--- src/hw/rtl/fcsa_pkg.sv ---
package fcsa_pkg;

   localparam int CHANNELS        = 4;
   localparam int VALUE_WIDTH     = 16;
   localparam int DELAY_WIDTH     = 16;
   localparam int SAMPLE_WIDTH    = 16;
   localparam int SETUP_WIDTH     = 2 * VALUE_WIDTH + DELAY_WIDTH + 3;
   localparam int CSR_INDEX_WIDTH = (CHANNELS > 1) ? $clog2(CHANNELS) : 1;
   localparam int CMP_WIDTH       =
      ((SAMPLE_WIDTH > VALUE_WIDTH) ? SAMPLE_WIDTH : VALUE_WIDTH) + 2;

   typedef enum logic [1:0] {
      CMD_SAMPLE = 2'd0,
      CMD_TICK   = 2'd1,
      CMD_ACK    = 2'd2
   } cmd_type;

   typedef struct packed {
      cmd_type                  cmd;
      logic signed [SAMPLE_WIDTH-1:0] sample;
      logic                     flash_phase;
   } req_type;

   typedef struct packed {
      logic [CHANNELS-1:0] relay_bits;
      logic [CHANNELS-1:0] led_bits;
      logic [CHANNELS-1:0] alarm_bits;
      logic                buzzer;
   } rsp_type;

   typedef struct packed {
      logic                          latch;
      logic                          high;
      logic                          enable;
      logic [DELAY_WIDTH-1:0]        delay;
      logic [VALUE_WIDTH-1:0]        hysteresis;
      logic signed [VALUE_WIDTH-1:0] setpoint;
   } setup_type;

   typedef struct packed {
      logic relay;
      logic led;
      logic alarm;
      logic buzz;
   } chan_status_type;

endpackage

--- src/hw/rtl/fcsa_channel.sv ---
module fcsa_channel
   import fcsa_pkg::*;
(
   input  logic            clock,
   input  logic            reset,
   input  logic            step,
   input  req_type         req,
   input  setup_type       setup,
   output chan_status_type status
);

   logic                   active_ff, active_in;
   logic                   acked_ff, acked_in;
   logic                   running_ff, running_in;
   logic                   elapsed_ff, elapsed_in;
   logic [DELAY_WIDTH-1:0] count_ff, count_in;
   logic                   request_ff, request_in;
   logic                   silenced_ff, silenced_in;

   logic signed [CMP_WIDTH-1:0] sample_ext;
   logic signed [CMP_WIDTH-1:0] setpoint_ext;
   logic signed [CMP_WIDTH-1:0] hyst_ext;
   logic signed [CMP_WIDTH-1:0] trip_level;
   logic                        trip;
   logic                        clear;
   logic [DELAY_WIDTH:0]        count_next;

   always_comb begin
      sample_ext   = CMP_WIDTH'(req.sample);
      setpoint_ext = CMP_WIDTH'(setup.setpoint);
      hyst_ext     = $signed({{(CMP_WIDTH-VALUE_WIDTH){1'b0}}, setup.hysteresis});
      if (setup.high) begin
         trip_level = setpoint_ext + hyst_ext;
         trip       = (sample_ext >= trip_level) && !acked_ff;
         clear      = sample_ext < setpoint_ext;
      end else begin
         trip_level = setpoint_ext - hyst_ext;
         trip       = (sample_ext <= trip_level) && !acked_ff;
         clear      = sample_ext > setpoint_ext;
      end
      count_next = {1'b0, count_ff} + {{DELAY_WIDTH{1'b0}}, 1'b1};
   end

   always_comb begin
      active_in   = active_ff;
      acked_in    = acked_ff;
      running_in  = running_ff;
      elapsed_in  = elapsed_ff;
      count_in    = count_ff;
      request_in  = request_ff;
      silenced_in = silenced_ff;
      case (req.cmd)
         CMD_SAMPLE: begin
            if (setup.enable) begin
               if (trip) begin
                  running_in = 1'b1;
                  if (elapsed_ff) begin
                     if (!silenced_ff) begin
                        request_in = 1'b1;
                     end
                     active_in  = 1'b1;
                     running_in = 1'b0;
                  end
               end else begin
                  running_in = 1'b0;
                  count_in   = '0;
                  if (clear && (!setup.latch || acked_ff)) begin
                     if (silenced_ff) begin
                        request_in  = 1'b0;
                        silenced_in = 1'b0;
                     end
                     elapsed_in = 1'b0;
                     active_in  = 1'b0;
                     acked_in   = 1'b0;
                  end
               end
            end
         end
         CMD_TICK: begin
            if (setup.enable && running_ff) begin
               if (count_next > {1'b0, setup.delay}) begin
                  count_in   = '0;
                  elapsed_in = 1'b1;
               end else begin
                  count_in = count_next[DELAY_WIDTH-1:0];
               end
            end
         end
         CMD_ACK: begin
            if (active_ff && setup.latch) begin
               acked_in = 1'b1;
            end
            if (request_ff) begin
               silenced_in = 1'b1;
               request_in  = 1'b0;
            end
         end
         default: begin
         end
      endcase
   end

   always_ff @(posedge clock) begin
      if (reset) begin
         active_ff   <= 1'b0;
         acked_ff    <= 1'b0;
         running_ff  <= 1'b0;
         elapsed_ff  <= 1'b0;
         count_ff    <= '0;
         request_ff  <= 1'b0;
         silenced_ff <= 1'b0;
      end else if (step) begin
         active_ff   <= active_in;
         acked_ff    <= acked_in;
         running_ff  <= running_in;
         elapsed_ff  <= elapsed_in;
         count_ff    <= count_in;
         request_ff  <= request_in;
         silenced_ff <= silenced_in;
      end
   end

   always_comb begin
      status.alarm = setup.enable && active_in;
      status.relay = setup.enable && active_in && !acked_in;
      status.led   = setup.enable && active_in && (acked_in || req.flash_phase);
      status.buzz  = setup.enable && request_in && !silenced_in;
   end

endmodule

--- src/hw/rtl/four_channel_setpoint_alarm.sv ---
// The result of an item is registered when it is accepted and presented in the next cycle.
// Throughput: one item per cycle; the per-channel state update and the result
// register form a single stage, and a new item is taken when the result register
// is empty or its item leaves in the same cycle.
// Reset (synchronous, active high) clears all channel state, the setup
// registers and the result valid flag.
module four_channel_setpoint_alarm
   import fcsa_pkg::*;
(
   input  logic                       clock,
   input  logic                       reset,
   input  logic                       req_valid,
   output logic                       req_ready,
   input  req_type                    req_item,
   output logic                       rsp_valid,
   input  logic                       rsp_ready,
   output rsp_type                    rsp_item,
   input  logic                       csr_write_en,
   input  logic [CSR_INDEX_WIDTH-1:0] csr_index,
   input  logic [SETUP_WIDTH-1:0]     csr_wdata
);

   setup_type       setup_ff [CHANNELS];
   chan_status_type status [CHANNELS];
   logic            rsp_valid_ff;
   rsp_type         rsp_item_ff, rsp_item_in;
   logic            step;

   assign req_ready = !rsp_valid_ff || rsp_ready;
   assign step      = req_valid && req_ready;

   always_ff @(posedge clock) begin
      if (reset) begin
         for (int i = 0; i < CHANNELS; i++) begin
            setup_ff[i] <= '0;
         end
      end else if (csr_write_en) begin
         for (int i = 0; i < CHANNELS; i++) begin
            if (csr_index == CSR_INDEX_WIDTH'(i)) begin
               setup_ff[i] <= setup_type'(csr_wdata);
            end
         end
      end
   end

   for (genvar g = 0; g < CHANNELS; g++) begin : g_chan
      fcsa_channel u_channel (
         .clock  (clock),
         .reset  (reset),
         .step   (step),
         .req    (req_item),
         .setup  (setup_ff[g]),
         .status (status[g])
      );
   end

   always_comb begin
      rsp_item_in.buzzer = 1'b0;
      for (int i = 0; i < CHANNELS; i++) begin
         rsp_item_in.relay_bits[i] = status[i].relay;
         rsp_item_in.led_bits[i]   = status[i].led;
         rsp_item_in.alarm_bits[i] = status[i].alarm;
         rsp_item_in.buzzer        = rsp_item_in.buzzer | status[i].buzz;
      end
   end

   always_ff @(posedge clock) begin
      if (reset) begin
         rsp_valid_ff <= 1'b0;
      end else if (step) begin
         rsp_valid_ff <= 1'b1;
      end else if (rsp_ready) begin
         rsp_valid_ff <= 1'b0;
      end
   end

   always_ff @(posedge clock) begin
      if (step) begin
         rsp_item_ff <= rsp_item_in;
      end
   end

   assign rsp_valid = rsp_valid_ff;
   assign rsp_item  = rsp_item_ff;

   a_relay_needs_alarm: assert property (@(posedge clock) disable iff (reset)
      rsp_valid |-> ((rsp_item.relay_bits & ~rsp_item.alarm_bits) == '0))
      else $error("relay energized without an active alarm");

   a_led_needs_alarm: assert property (@(posedge clock) disable iff (reset)
      rsp_valid |-> ((rsp_item.led_bits & ~rsp_item.alarm_bits) == '0))
      else $error("led lit without an active alarm");

   a_accept_gives_result: assert property (@(posedge clock) disable iff (reset)
      (req_valid && req_ready) |=> rsp_valid)
      else $error("accepted item produced no result");

   a_reset_clears_result: assert property (@(posedge clock)
      reset |=> !rsp_valid)
      else $error("result valid right after reset");

endmodule
--- config.mk ---
export PLATFORM = sky130hd
export DESIGN_NAME = four_channel_setpoint_alarm
export DESIGN_NICKNAME = d
export VERILOG_FILES = /design/src/hw/rtl/fcsa_pkg.sv /design/src/hw/rtl/fcsa_channel.sv /design/src/hw/rtl/four_channel_setpoint_alarm.sv
export SDC_FILE = /design/constraint.sdc
export NUM_CORES = 1
export LEC_CHECK = 0
export CAP_MARGIN = 20
export CORE_MARGIN = 2
export CORE_UTILIZATION = 55
export CTS_BUF_LIST = sky130_fd_sc_hd__clkbuf_4 sky130_fd_sc_hd__clkbuf_8 sky130_fd_sc_hd__clkbuf_16
export DETAILED_ROUTE_END_ITERATION = 10
export DONT_BUFFER_PORTS = 1
export GPL_TIMING_DRIVEN = 0
export PLACE_DENSITY = 0.73
export REMOVE_ABC_BUFFERS = 1
export SLEW_MARGIN = 20
export SYNTH_ARGS = -nofsm -noshare
export SYNTH_HDL_FRONTEND = slang
export SYNTH_SLANG_ARGS = --single-unit
--- constraint.sdc ---
create_clock -name clock -period 4.81 [get_ports clock]
set_input_delay 0.962 -clock clock [delete_from_list [all_inputs] [get_ports clock]]
set_output_delay 0.962 -clock clock [all_outputs]
set_load 0.02 [all_outputs]
Word-level counts from Yosys, hierarchy flattened
Memory sizes are Yosys's and may differ from the RTL's.
Index checks and enable logic that the tools add are counted.
{"block": "op_classes", "n_addsub": 12, "magnitude_cmp": 20, "eq_ne": 25, "n_mux": 172, "bitwise": 7, "n_reduce_logical": 83}
{"op": "$mux W16", "n": 16}
{"op": "$mux W51", "n": 4}
{"op": "$mux W1", "n": 132}
{"op": "$pmux W16 S2", "n": 4}
{"op": "$add A16 B17 Y18", "n": 4}
{"op": "$ge A16 B18 Y1", "n": 4}
{"op": "$le A16 B18 Y1", "n": 4}
{"op": "$sub A16 B17 Y18", "n": 4}
{"op": "$add A16 B1 Y17 const B", "n": 4}
{"op": "$gt A17 B16 Y1", "n": 4}
{"op": "$gt A16 B16 Y1", "n": 4}
{"op": "$lt A16 B16 Y1", "n": 4}
{"op": "$logic_and A1 B1 Y1", "n": 41}
{"op": "$ne A2 B1 Y1 const B", "n": 16}
{"op": "$pmux W1 S2", "n": 16}
{"op": "$reduce_and A7 Y1", "n": 4}
{"op": "$reduce_and A5 Y1", "n": 4}
{"op": "$logic_not A1 Y1", "n": 17}
{"op": "$reduce_and A3 Y1", "n": 4}
{"op": "$logic_or A1 B1 Y1", "n": 9}
{"op": "$ne A2 B2 Y1 const B", "n": 4}
{"op": "$or A1 B1 Y1", "n": 7}
{"op": "$eq A2 B2 Y1 const B", "n": 3}
{"op": "$eq A2 B1 Y1 const B", "n": 2}
{"op": "other kinds (2)", "n": 4}
{"block": "totals", "ff_bits": 102, "ramBits": 204, "in_bits": 77, "output_inout_bits": 15, "elab_cells": 353, "mem_count": 1}
{"memory": "setup_ff", "depth": 4, "width": 51, "rd": 4, "rd_clocked_by_memory_dff": 0, "wr": 4, "line_no": "four_channel_setpoint_alarm.sv:23", "text": "setup_type setup_ff [CHANNELS];"}

Depth between registers and ports, before layout
Gate-level depths: netlist of the first run.
An unclocked memory read counts as a cell.
{"block": "depth", "ltp_word": 13, "depth_mapped": 23, "mapped_depth_nobuf": 22}

Cells and area by module
Synthesis of the first run repeated with hierarchy kept, for this count alone.
{"block": "unflattened", "hier_cells": 3036, "area_unflattened_um2": 26695.6}
{"module": "four_channel_setpoint_alarm", "n_inst": 1, "cells_per_inst": 522, "area_each_um2": 8016.4, "seq_area_each_um2": 6536.3}
{"module": "fcsa_channel at g_chan[0].u_channel", "n_inst": 1, "cells_per_inst": 636, "area_each_um2": 4804.6, "seq_area_each_um2": 440.4}
{"module": "fcsa_channel at g_chan[2].u_channel", "n_inst": 1, "cells_per_inst": 643, "area_each_um2": 4674.5, "seq_area_each_um2": 440.4}
{"module": "fcsa_channel at g_chan[3].u_channel", "n_inst": 1, "cells_per_inst": 613, "area_each_um2": 4630.7, "seq_area_each_um2": 440.4}
{"module": "fcsa_channel at g_chan[1].u_channel", "n_inst": 1, "cells_per_inst": 622, "area_each_um2": 4569.4, "seq_area_each_um2": 440.4}

Least setup slack after synthesis of the first run
No wires, ideal clock.
{"block": "synth_path", "kind": "reg-to-reg", "from": "memory setup_ff[2][0] in the netlist's numbering", "to": "register g_chan[2].u_channel.count_ff[8]", "setup_time_ps": 117, "t_arrival_ps": 4654, "t_required_ps": 4693, "setup_slack_ps": 39, "path_stages_with_launch": 24, "path_buffers": 1, "synth_period_minus_slack_ps": 4771, "cell_sequence": "edfxtp_1 > inv_1 > ha_1 > inv_1 > fa_1 > a21o_1 > a21oi_1 > o21ai_0 > o211a_1 > a41o_1 > o41ai_2 > o2111ai_1 > a21oi_1 > xnor2_1 > ha_1 > nand4_1 > nor3_1 > a22oi_2 > and4_2 > o311ai_4 > o21a_1 > buf_4 > o21ai_0 > a32o_1"}
{"element": "start: declaration", "line_no": "four_channel_setpoint_alarm.sv:23"}
{"element": "end signal: assignment", "line_no": "fcsa_channel.sv:117", "text": "count_ff <= count_in;"}
{"element": "end: declaration", "line_no": "fcsa_channel.sv:16", "text": "logic [DELAY_WIDTH-1:0] count_ff, count_in;"}

==> results.json, run 1 <==
{
  "syn_avg_cell_area_um2": 9.103,
  "hold_viol": 0,
  "antenna_cells": 0,
  "cts_buffer_depth": 3,
  "drt_iter0_drc": 1641,
  "slew_viol_final": 0,
  "grt_setup_unrepaired": "yes",
  "cts_root_buf": "clkbuf_16",
  "p_total_uw": 9031,
  "switchingPower_uw": 2881,
  "htreeDepth": 2,
  "die_w_um": 221.9,
  "drc_errors": 0,
  "grt_max_degree": 97,
  "ys_seq_area_share_pct": 31.77,
  "clock_sinks": 306,
  "comb_power_share_pct": 31.9,
  "hold_buffers": 0,
  "initial_core_util_pct": 55.86,
  "fp.dieArea_um2": 49240,
  "dp_hpwl_um": 51300,
  "crit_required_ns": 5.31,
  "drive_gt1_share_pct": 13.78,
  "place_congestion": 0.9248,
  "yosys.cell_types.count": 103,
  "grt_util_all_layers_pct": 27.50,
  "num_io_pins": 92,
  "clkPwrFrac_pct": 34.0,
  "nets": 3433,
  "synth_seq_cells": 306,
  "stdcell_count": 3576,
  "dieHeight_um": 221.9,
  "worst_slew_pin_slew_ns": 1.039,
  "period_needed_ns": 4.934,
  "cts_tree": "done",
  "fmax_mhz": 202.7,
  "critPathLaunchType": "register",
  "drtPass1Iterations": 7,
  "synth_warnings": 0,
  "postSynthCellCount": 2869,
  "drv_cap": 0,
  "cp_max_fo": 7,
  "grt_pass1_wl_um": 109300,
  "synthFlopType": "edfxtp_1",
  "finalClockSkew_ns": 0.02061,
  "wl_per_cell_um": 19.77,
  "switching_share_pct": 31.90,
  "synth_edf_count": 217,
  "totalWireLength_um": 70690,
  "p_seq_share_pct": 34.1,
  "power.leakage_uw": 0.01285,
  "viasPerCell": 6.120,
  "async_flop_share_pct": 0,
  "power_density_nw_per_um2": 300.6,
  "ant_nets": 0,
  "clk_latency_ns": 0.56,
  "slew_headroom_pct": 30.50,
  "cts_buffers": 37,
  "crit_type": "reg2reg",
  "layout_setup_ws_ns": -0.1235,
  "syn_to_final_growth_pct": 15.05,
  "arrival_ns": 5.44,
  "grt_overflow_total": 0,
  "p_int_uw": 6150,
  "setup_viol": 27,
  "synthesis.area_um2": 26120,
  "antenna_found_initial": 6,
  "vias": 21890,
  "clkTransAtPathRegs_ns": 0.06,
  "end_kind": "register",
  "dp_cells": 3408,
  "min_path_type": "reg2reg",
  "port_buffers": 0,
  "core_area_um2": 46750,
  "post-route-period-util_pct": 102.6,
  "peakVddDrop_mv": 0.3098,
  "fp-row-count": 79,
  "status": "finished, violations left",
  "violations": "setup timing",
  "grt_pass1_vias": 21440
}
-- critical path: stages (launching register included) --
cell and delay, ns:
edfxtp_1 0.42, ha_2 0.26, inv_1 0.08, fa_1 0.41, o21bai_1 0.22, a21oi_2 0.12, nor2_2 0.20, o41ai_4 0.10
o211ai_1 0.29, a41oi_2 0.20, o21bai_1 0.18, a21oi_1 0.11, xnor2_1 0.14, ha_1 0.30, a211oi_1 0.21, o21ai_0 0.13
mux2i_1 0.21, a21oi_2 0.12, o211ai_4 0.15, o2111a_2 0.28, nand3_4 0.13, buf_6 0.18, or3_4 0.32, a21oi_2 0.13
-- cell usage in the layout, fill, tap and decap left out, types with 17 or more instances in the layout --
master,n
edfxtp_1,217
a21oi_1,163
nand2b_1,31
a31oi_1,25
ha_1,379
dfxtp_1,89
a21oi_2,32
o21bai_1,33
buf_4,88
o21a_1,27
nor3_1,59
nand3_1,97
clkbuf_16,38
o32ai_1,21
xor2_1,37
a21o_1,51
o21ai_0,70
or3_1,35
nand2_1,122
xnor2_1,132
o211ai_1,20
nand4_1,45
a211oi_1,17
and2_1,210
nor2_1,136
nor2b_1,45
and3_1,35
inv_1,309
-- final cells by class --
type	count	area, µm²
multi-input cells	2164	17500
fillers	3612	16710
flip-flops and latches	306	8298
inverters	322	1212
clock buffers	57	1125
repair buffers	109	944.7
well taps	607	759.5
clock inverters	11	209.0
-- logic make-up after synthesis --
kind of cell,count (synthesis),share of synthesized area [%]
simple gates,924,19.21
compound gates,644,16.83
fa+ha+maj,416,20.16
buf+inv,400,5.979
flops,306,31.77
xor+xnor,170,5.701
mux,9,0.3545
-- path summary, 6_finish.rpt --
kind | start | to | slack (ns) | cells after the start
max | setup_ff[1][0]$_SDFFCE_PN0P_ | g_chan[1].u_channel.count_ff[9]$_SDFFE_PP0P_ | -0.12 | 23
min | g_chan[0].u_channel.count_ff[14]$_SDFFE_PP0P_ | g_chan[0].u_channel.count_ff[14]$_SDFFE_PP0P_ | 0.46 | 2
max reg2reg | setup_ff[1][0]$_SDFFCE_PN0P_ | g_chan[1].u_channel.count_ff[9]$_SDFFE_PP0P_ | -0.12 | 23
min reg2reg | g_chan[0].u_channel.count_ff[14]$_SDFFE_PP0P_ | g_chan[0].u_channel.count_ff[14]$_SDFFE_PP0P_ | 0.46 | 2
-- power by group through the flow --
stage,registers [µW],clock network (µW),logic (µW)
floorplan,3100,0,1840
global placement,3120,0,2240
detailed placement,3130,0,2350
CTS,3070,3100,2630
global route,3100,3200,3190
finish,3080,3070,2880
-- cells in the mapped netlist (all sizes together), types with 10 or more instances --
cell / instances / area share [%]
nor2: 146 / 2.1
nor2b: 52 / 1.2
o32ai: 22 / 0.74
nand2: 127 / 1.8
edfxtp: 217 / 25
a31oi: 30 / 0.72
nand4: 45 / 1.1
a21oi: 196 / 3.8
xor2: 37 / 1.2
o211ai: 21 / 0.62
and3: 35 / 0.84
a211oi: 19 / 0.55
dfxtp: 89 / 6.8
o21bai: 35 / 1.0
xnor2: 133 / 4.5
nor3: 69 / 1.4
and2: 211 / 5.1
a32o: 10 / 0.38
buf: 13 / 0.31
and4: 13 / 0.44
a21boi: 17 / 0.49
nor3b: 12 / 0.34
ha: 408 / 20
inv: 318 / 4.6
clkbuf: 64 / 1.0
or3: 40 / 0.96
a21o: 52 / 1.5
o31ai: 14 / 0.46
o21a: 28 / 0.80
nand2b: 33 / 0.79
o21ai: 91 / 1.8
nand3: 104 / 2.1
-- timing repair --
item,CTS,global route
buffers inserted,56,46
cloned,0,1
pin swaps,66,139
hold endpoints to repair,0,0
gates resized for setup,127,152
setup endpoints to repair,96,92
-- state kept, by name, indices dropped and copies added (netlist names) --
signal	flops
g_chan.u_channel.elapsed_ff	4
setup_ff	204
g_chan.u_channel.acked_ff	4
g_chan.u_channel.request_ff	4
g_chan.u_channel.active_ff	4
g_chan.u_channel.silenced_ff	4
g_chan.u_channel.running_ff	4
rsp_valid	1
rsp_item	13
g_chan.u_channel.count_ff	64
-- layer usage --
layer | up-vias | wire, µm | GRT usage (%)
li1 | 10460 | - | -
met1 | 10480 | 30020 | 35.75
met2 | 765 | 33120 | 46.22
met3 | 188 | 4730 | 3.777
met4 | 0 | 2824 | 11.16
met5 | - | 0 | 0
-- stage by stage --
step / hold slack (ns) / instance area (µm²) / utilization (%) / setup WS (ns) / TNS [ns]
6_report: 0.4588 / 30050 / 64.27 / -0.1235 / -1.195
3_5_place_dp: 0.4430 / 26660 / 57.01 / -1.282 / -72.37
2_1_floorplan: 0.4258 / 25760 / - / 0.003963 / 0
3_3_place_gp: 0.4395 / 26520 / 56.73 / -1.496 / -293.34
4_1_cts: 0.4508 / 29010 / 62.04 / -0.03338 / -0.2446
5_1_grt: 0.4689 / 30050 / 64.27 / -0.3209 / -12.11
(Power assumes the default switching activity.)
==> inputs of run 2 (changes only) <==
--- a/config.mk
+++ b/config.mk
@@ -6,6 +6,7 @@
 export NUM_CORES = 1
 export LEC_CHECK = 0
 export CAP_MARGIN = 20
+export CORE_ASPECT_RATIO = 1.4
 export CORE_MARGIN = 2
 export CORE_UTILIZATION = 55
 export CTS_BUF_LIST = sky130_fd_sc_hd__clkbuf_4 sky130_fd_sc_hd__clkbuf_8 sky130_fd_sc_hd__clkbuf_16
==> run 2 against run 1 <==
Effect of this change: the flow still finishes with violations (setup timing); combinational power up 10%; power down 0.18%; routed wire length up 9.7%; critical path depth up 3; sequential share of layout area down 0.58 points; die area about the same; clock power down 10%; critical path type unchanged; largest power group is now combinational logic; highest routed layer unchanged.
==> results.json, run 2 (synthesis gave the netlist of run 1 again) <==
{
  "grt_overflow_total": 0,
  "end_kind": "register",
  "wl_met1_um": 26320,
  "dp_hpwl_um": 56540,
  "crit_type": "reg2reg",
  "drc_errors": 0,
  "syn_to_final_growth_pct": 17.52,
  "largest_register_ffs": 204,
  "grt_setup_unrepaired": "yes",
  "clk_latency_ns": 0.59,
  "drive_gt1_share_pct": 16.61,
  "top_register": "setup_ff",
  "fmax_mhz": 192.0,
  "hold_buffers": 0,
  "reg2regPathDepth": 26,
  "fp-row-count": 94,
  "vias": 22160,
  "core_area_um2": 46930,
  "cpMostUsedCell": "buf_6",
  "initial_core_util_pct": 55.65,
  "drtPass1Iterations": 5,
  "layout_common_cells": "ha_1, inv_1, edfxtp_1",
  "placed_area_um2": 26730,
  "status": "finished, violations left",
  "r2r-start": "setup_ff[2][0]$_SDFFCE_PN0P_",
  "grt_max_degree": 97,
  "final_area_um2": 30690,
  "slowest_stage": "edfxtp_1",
  "cts_tree": "done",
  "cts_buffers": 31,
  "violations": "setup timing",
  "grt_pass1_vias": 22880,
  "final_common_cell": "ha_1",
  "crit_cells": 26,
  "peakVddDrop_mv": 0.3104,
  "hold_start": "g_chan[0].u_channel.count_ff[14]$_SDFFE_PP0P_",
  "slew_headroom_pct": 24.80,
  "slew_viol_final": 0,
  "path_buf_inv": 7,
  "cts_buffer_depth": 3,
  "crit_required_ns": 5.33,
  "fp.dieArea_um2": 49270,
  "antenna_found_initial": 0,
  "power.leakage_uw": 0.01305,
  "min_path_type": "reg2reg",
  "ant_nets": 0,
  "p_total_uw": 9015,
  "critPathLaunchType": "register",
  "grt_util_all_layers_pct": 30.44,
  "layout_setup_ws_ns": -0.3981,
  "cts_root_buf": "clkbuf_16",
  "dieHeight_um": 261.8,
  "antenna_cells": 0,
  "wl_met3_um": 3142,
  "critPathMaxStageDelay_ns": 0.42,
  "period_needed_ns": 5.208,
  "totalWireLength_um": 77560,
  "wl_met2_um": 41290,
  "post-route-period-util_pct": 108.3,
  "place_congestion": 0.9514,
  "r2r-end": "g_chan[2].u_channel.silenced_ff$_SDFFE_PP0P_",
  "die_w_um": 188.2,
  "htreeDepth": 1,
  "viasPerCell": 6.118,
  "whs_path_depth": 2,
  "power_density_nw_per_um2": 293.7,
  "nets": 3469,
  "min_to": "g_chan[0].u_channel.count_ff[14]$_SDFFE_PP0P_",
  "drv_cap": 0,
  "arrival_ns": 5.73,
  "clock_sinks": 306,
  "finalClockSkew_ns": 0.01514,
  "worst_slew_pin_slew_ns": 1.114,
  "top_layer_used": "met4",
  "port_buffers": 0,
  "critical-path-top-delay-family": "compound AO/OA/AOI/OAI gates",
  "hold_viol": 0,
  "clkTransAtPathRegs_ns": 0.07,
  "wl_per_cell_um": 21.41,
  "cp_max_fo": 5,
  "grt_pass1_wl_um": 117700,
  "setup_viol": 59,
  "r2r_slack_ns": -0.40,
  "drt_iter0_drc": 1150,
  "num_io_pins": 92
}
==> run 2: cell types whose count changed in the layout (fill, tap and decap cells not counted), sizes merged, moves of 3 or more <==
cell and delta:
buf +38, clkbuf -25, clkinv +7, bufinv +4
clkinvlp +3
==> run 2: area by class of cell <==
type / instances / area [µm²]
repair buffers: 148 / 1308
inverters: 322 / 1215
clock inverters: 24 / 367.9
multi-input cells: 2167 / 17950
flip-flops and latches: 306 / 8298
well taps: 624 / 780.7
clock buffers: 31 / 775.7
fillers: 3645 / 16240
==> run 2: worst max path at each step <==
stage | start | endpoint
finish | setup_ff[2][0]$_SDFFCE_PN0P_ | g_chan[2].u_channel.silenced_ff$_SDFFE_PP0P_
global route | setup_ff[2][0]$_SDFFCE_PN0P_ | g_chan[2].u_channel.silenced_ff$_SDFFE_PP0P_
detailed placement | setup_ff[3][17]$_SDFFCE_PN0P_ | g_chan[3].u_channel.count_ff[0]$_SDFFE_PP0P_
floorplan | setup_ff[2][0]$_SDFFCE_PN0P_ | g_chan[2].u_channel.count_ff[10]$_SDFFE_PP0P_
CTS | setup_ff[2][0]$_SDFFCE_PN0P_ | g_chan[2].u_channel.count_ff[3]$_SDFFE_PP0P_
global placement | reset | setup_ff[0][11]$_SDFFCE_PN0P_
==> run 2: repair_timing <==
action | CTS | global route
endpoints found under the setup margin | 97 | 91
gates cloned | 3 | 2
buffers inserted | 91 | 48
resized for setup | 183 | 206
pin swaps | 109 | 166
hold endpoints to repair | 0 | 0
==> run 2: tightest hold or removal path, delay by kind of cell (launching register included) <==
kind / cells / cell delay, ns
AO/OA/AOI/OAI: 1 / 0.05
flip-flops: 1 / 0.31
AND/OR/NAND/NOR: 1 / 0.05
==> run 2: per-stage QoR <==
| step | TNS, ns | setup WS [ns] | instances | util, % | hold slack (ns) |
|---|---|---|---|---|---|
| floorplan | 0 | 0.003963 | 2791 | - | 0.4258 |
| global placement | -409.44 | -2.156 | 3415 | 56.56 | 0.4359 |
| detailed placement | -113.20 | -1.776 | 3428 | 56.96 | 0.4432 |
| CTS | -7.639 | -0.3507 | 3576 | 62.84 | 0.4437 |
| global route | -20.04 | -0.4874 | 3622 | 65.40 | 0.4347 |
| finish | -11.86 | -0.3981 | 3622 | 65.40 | 0.4587 |
==> run 2: routing by layer <==
layer | vias to the layer above | global-route usage, %
li1 | 10490 | -
met5 | - | 0
met1 | 10710 | 29.07
met3 | 307 | 3.192
met4 | 0 | 22.90
met2 | 647 | 59.80
==> run 2: report_power, final <==
group / internal [µW] / leakage, µW / switching [µW]
Sequential: 2970 / 0.00286 / 113
Clock: 1660 / 0.000551 / 1090
Combinational: 1410 / 0.00964 / 1770
==> inputs of run 3 (changes only) <==
--- a/config.mk
+++ b/config.mk
@@ -5,15 +5,16 @@
 export SDC_FILE = /design/constraint.sdc
 export NUM_CORES = 1
 export LEC_CHECK = 0
+export ABC_AREA = 1
 export CAP_MARGIN = 20
 export CORE_ASPECT_RATIO = 1.4
 export CORE_MARGIN = 2
-export CORE_UTILIZATION = 55
+export CORE_UTILIZATION = 60
 export CTS_BUF_LIST = sky130_fd_sc_hd__clkbuf_4 sky130_fd_sc_hd__clkbuf_8 sky130_fd_sc_hd__clkbuf_16
 export DETAILED_ROUTE_END_ITERATION = 10
 export DONT_BUFFER_PORTS = 1
 export GPL_TIMING_DRIVEN = 0
-export PLACE_DENSITY = 0.73
+export PLACE_DENSITY = 0.79
 export REMOVE_ABC_BUFFERS = 1
 export SLEW_MARGIN = 20
 export SYNTH_ARGS = -nofsm -noshare
==> run 3 against run 2 <==
Effect of this change: the flow now finishes without violations; die area is 9.0% lower; area after synthesis is 0.92% lower; flip-flop and latch count stayed put; first-iteration DRC count is 12% higher; combinational power is 9.1% lower; sequential share of layout area is 1.9 points higher; largest power group is now sequential cells.
==> results.json, run 3 <==
{
  "setup_viol": 0,
  "preCtsSetupSlack_ns": -1.100,
  "top_register": "setup_ff",
  "arrival_ns": 5.27,
  "largest_register_ffs": 204,
  "drive_gt1_share_pct": 8.921,
  "yosysTopAreaCell": "edfxtp_1",
  "port_buffers": 0,
  "post-route-period-util_pct": 98.80,
  "dp_cells": 3822,
  "nets": 3843,
  "final_common_cell": "inv_1",
  "wl_per_cell_um": 18.43,
  "critical-path-top-delay-family": "simple AND/OR/NAND/NOR gates",
  "ys_seq_area_share_pct": 32.07,
  "layout_common_cells": "inv_1, nand2_1, nor2_1",
  "cts_tree": "done",
  "drt_iter0_drc": 1292,
  "switching_share_pct": 35.46,
  "peakVddDrop_mv": 0.3618,
  "postSynthCellCount": 3326,
  "clk_latency_ns": 0.60,
  "syn_avg_cell_area_um2": 7.780,
  "hold_viol": 0,
  "grt_util_all_layers_pct": 31.22,
  "r2r-end": "g_chan[3].u_channel.count_ff[4]$_SDFFE_PP0P_",
  "grt_overflow_total": 0,
  "slew_headroom_pct": 33.74,
  "crit_required_ns": 5.33,
  "synthFlopType": "edfxtp_1",
  "synth_area_leaders": "edfxtp_1, ha_1, inv_1",
  "vias": 22660,
  "clkPwrFrac_pct": 30.2,
  "p_int_uw": 5544,
  "r2r-start": "setup_ff[3][3]$_SDFFCE_PN0P_",
  "yosys.cell_types.count": 58,
  "worst_slew_pin_slew_ns": 0.9928,
  "synth_common_cells": "inv_1, nand2_1, nor2_1",
  "initial_core_util_pct": 60.47,
  "crit_type": "reg2reg",
  "slew_viol_final": 0,
  "cts_root_buf": "clkbuf_16",
  "ant_nets": 0,
  "critPathMaxStageDelay_ns": 0.45,
  "finalClockSkew_ns": 0.01730,
  "synthesis.area_um2": 25880,
  "whs_ns": 0.4384,
  "grt_max_degree": 61,
  "comb_power_share_pct": 33.6,
  "status": "complete, no violations",
  "place_congestion": 0.9669,
  "critPathLaunchType": "register",
  "r2r_slack_ns": 0.06,
  "drc_errors": 0,
  "switchingPower_uw": 3046,
  "dp_hpwl_um": 55270,
  "synth_edf_count": 217,
  "hold_buffers": 0,
  "fp.dieArea_um2": 44830,
  "async_flop_share_pct": 0,
  "hold_start": "reset",
  "crit_cells": 30,
  "stdcell_count": 3927,
  "synth_warnings": 0,
  "reg2regPathDepth": 30,
  "whs_path_depth": 1,
  "die_w_um": 179.5,
  "fp-row-count": 90,
  "p_seq_share_pct": 36.1,
  "period_needed_ns": 4.752,
  "layout_setup_ws_ns": 0.05750,
  "drv_cap": 0,
  "min_path_type": "in2reg",
  "antenna_found_initial": 1,
  "drtPass1Iterations": 6,
  "grt_pass1_vias": 22630,
  "htreeDepth": 1,
  "dieHeight_um": 249.7,
  "syn_to_final_growth_pct": 10.65,
  "totalWireLength_um": 72360,
  "clock_sinks": 306,
  "power_density_nw_per_um2": 300.0,
  "cts_buffer_depth": 3,
  "clkTransAtPathRegs_ns": 0.06,
  "yosysMostFrequentCell": "inv_1",
  "power.leakage_uw": 0.01397,
  "end_kind": "register",
  "cts_buffers": 31,
  "grt_pass1_wl_um": 111800,
  "cp_max_fo": 8,
  "synth_seq_cells": 306,
  "slowest_stage": "edfxtp_1",
  "num_io_pins": 92,
  "core_area_um2": 42790,
  "fmax_mhz": 210.4,
  "synth_top_area_share_pct": 25.18,
  "path_buf_inv": 4,
  "min_to": "g_chan[0].u_channel.count_ff[14]$_SDFFE_PP0P_",
  "viasPerCell": 5.770
}
run 3: kinds of logic after synthesis:
| logic type | count (synthesis) | share of synthesized area [%] |
|---|---|---|
| xor+xnor | 172 | 5.822 |
| compound gates | 542 | 11.49 |
| simple gates | 1235 | 20.55 |
| flops | 306 | 32.07 |
| fa+ha+maj | 416 | 20.35 |
| buf+inv | 655 | 9.728 |
run 3: final cells by class:
cell class / instances / area, µm²
multi-input combinational: 2365 / 15730
tap: 552 / 690.7
timing repair buffer: 62 / 640.6
fill: 3556 / 14160
clock buffer: 35 / 812.0
sequential: 306 / 8298
inverter: 584 / 2196
clock inverter: 22 / 264.0
antenna: 1 / 2.502
run 3: timing repair:
item / CTS / global route
resized for setup: 59 / 109
gates cloned: 0 / 1
buffers inserted: 9 / 37
pin swaps: 7 / 47
endpoints found under the setup margin: 91 / 91
run 3: per-layer routing:
metal / track usage, % / share of wire [%]
met5: 0 / 0
met4: 21.30 / 8.0
met3: 2.875 / 4.9
met2: 60.21 / 53
met1: 31.31 / 34
run 3: power groups by stage:
stage	clock network [µW]	registers (µW)	logic, µW
floorplan	0	3130	1890
global placement	0	3150	2470
detailed placement	0	3160	2580
CTS	2620	3100	2670
global route	2700	3120	3220
finish	2600	3100	2890
run 3: through the flow:
step / area (µm²) / total power, µW / TNS (ns) / util [%]
global route: 28630 / 9044 / -2.673 / 66.91
CTS: 27880 / 8384 / 0 / 65.14
detailed placement: 26490 / 5739 / -53.27 / 61.90
floorplan: 25550 / 5020 / 0 / -
finish: 28630 / 8591 / 0 / 66.91
global placement: 26240 / 5626 / -58.36 / 61.33
run 3: worst max path at each step:
| stage | start | to | slack [ns] |
|---|---|---|---|
| after floorplan | setup_ff[2][2]$_SDFFCE_PN0P_ | g_chan[2].u_channel.count_ff[10]$_SDFFE_PP0P_ | 0.73 |
| after global placement | setup_ff[2][1]$_SDFFCE_PN0P_ | g_chan[2].u_channel.count_ff[12]$_SDFFE_PP0P_ | -0.94 |
| after detailed placement | setup_ff[2][1]$_SDFFCE_PN0P_ | g_chan[2].u_channel.count_ff[4]$_SDFFE_PP0P_ | -1.10 |
| after CTS | setup_ff[1][2]$_SDFFCE_PN0P_ | rsp_item[0]$_DFFE_PP_ | 0.0007 |
| after global routing | setup_ff[3][17]$_SDFFCE_PN0P_ | g_chan[3].u_channel.count_ff[13]$_SDFFE_PP0P_ | -0.17 |
| final | setup_ff[3][3]$_SDFFCE_PN0P_ | g_chan[3].u_channel.count_ff[4]$_SDFFE_PP0P_ | 0.06 |
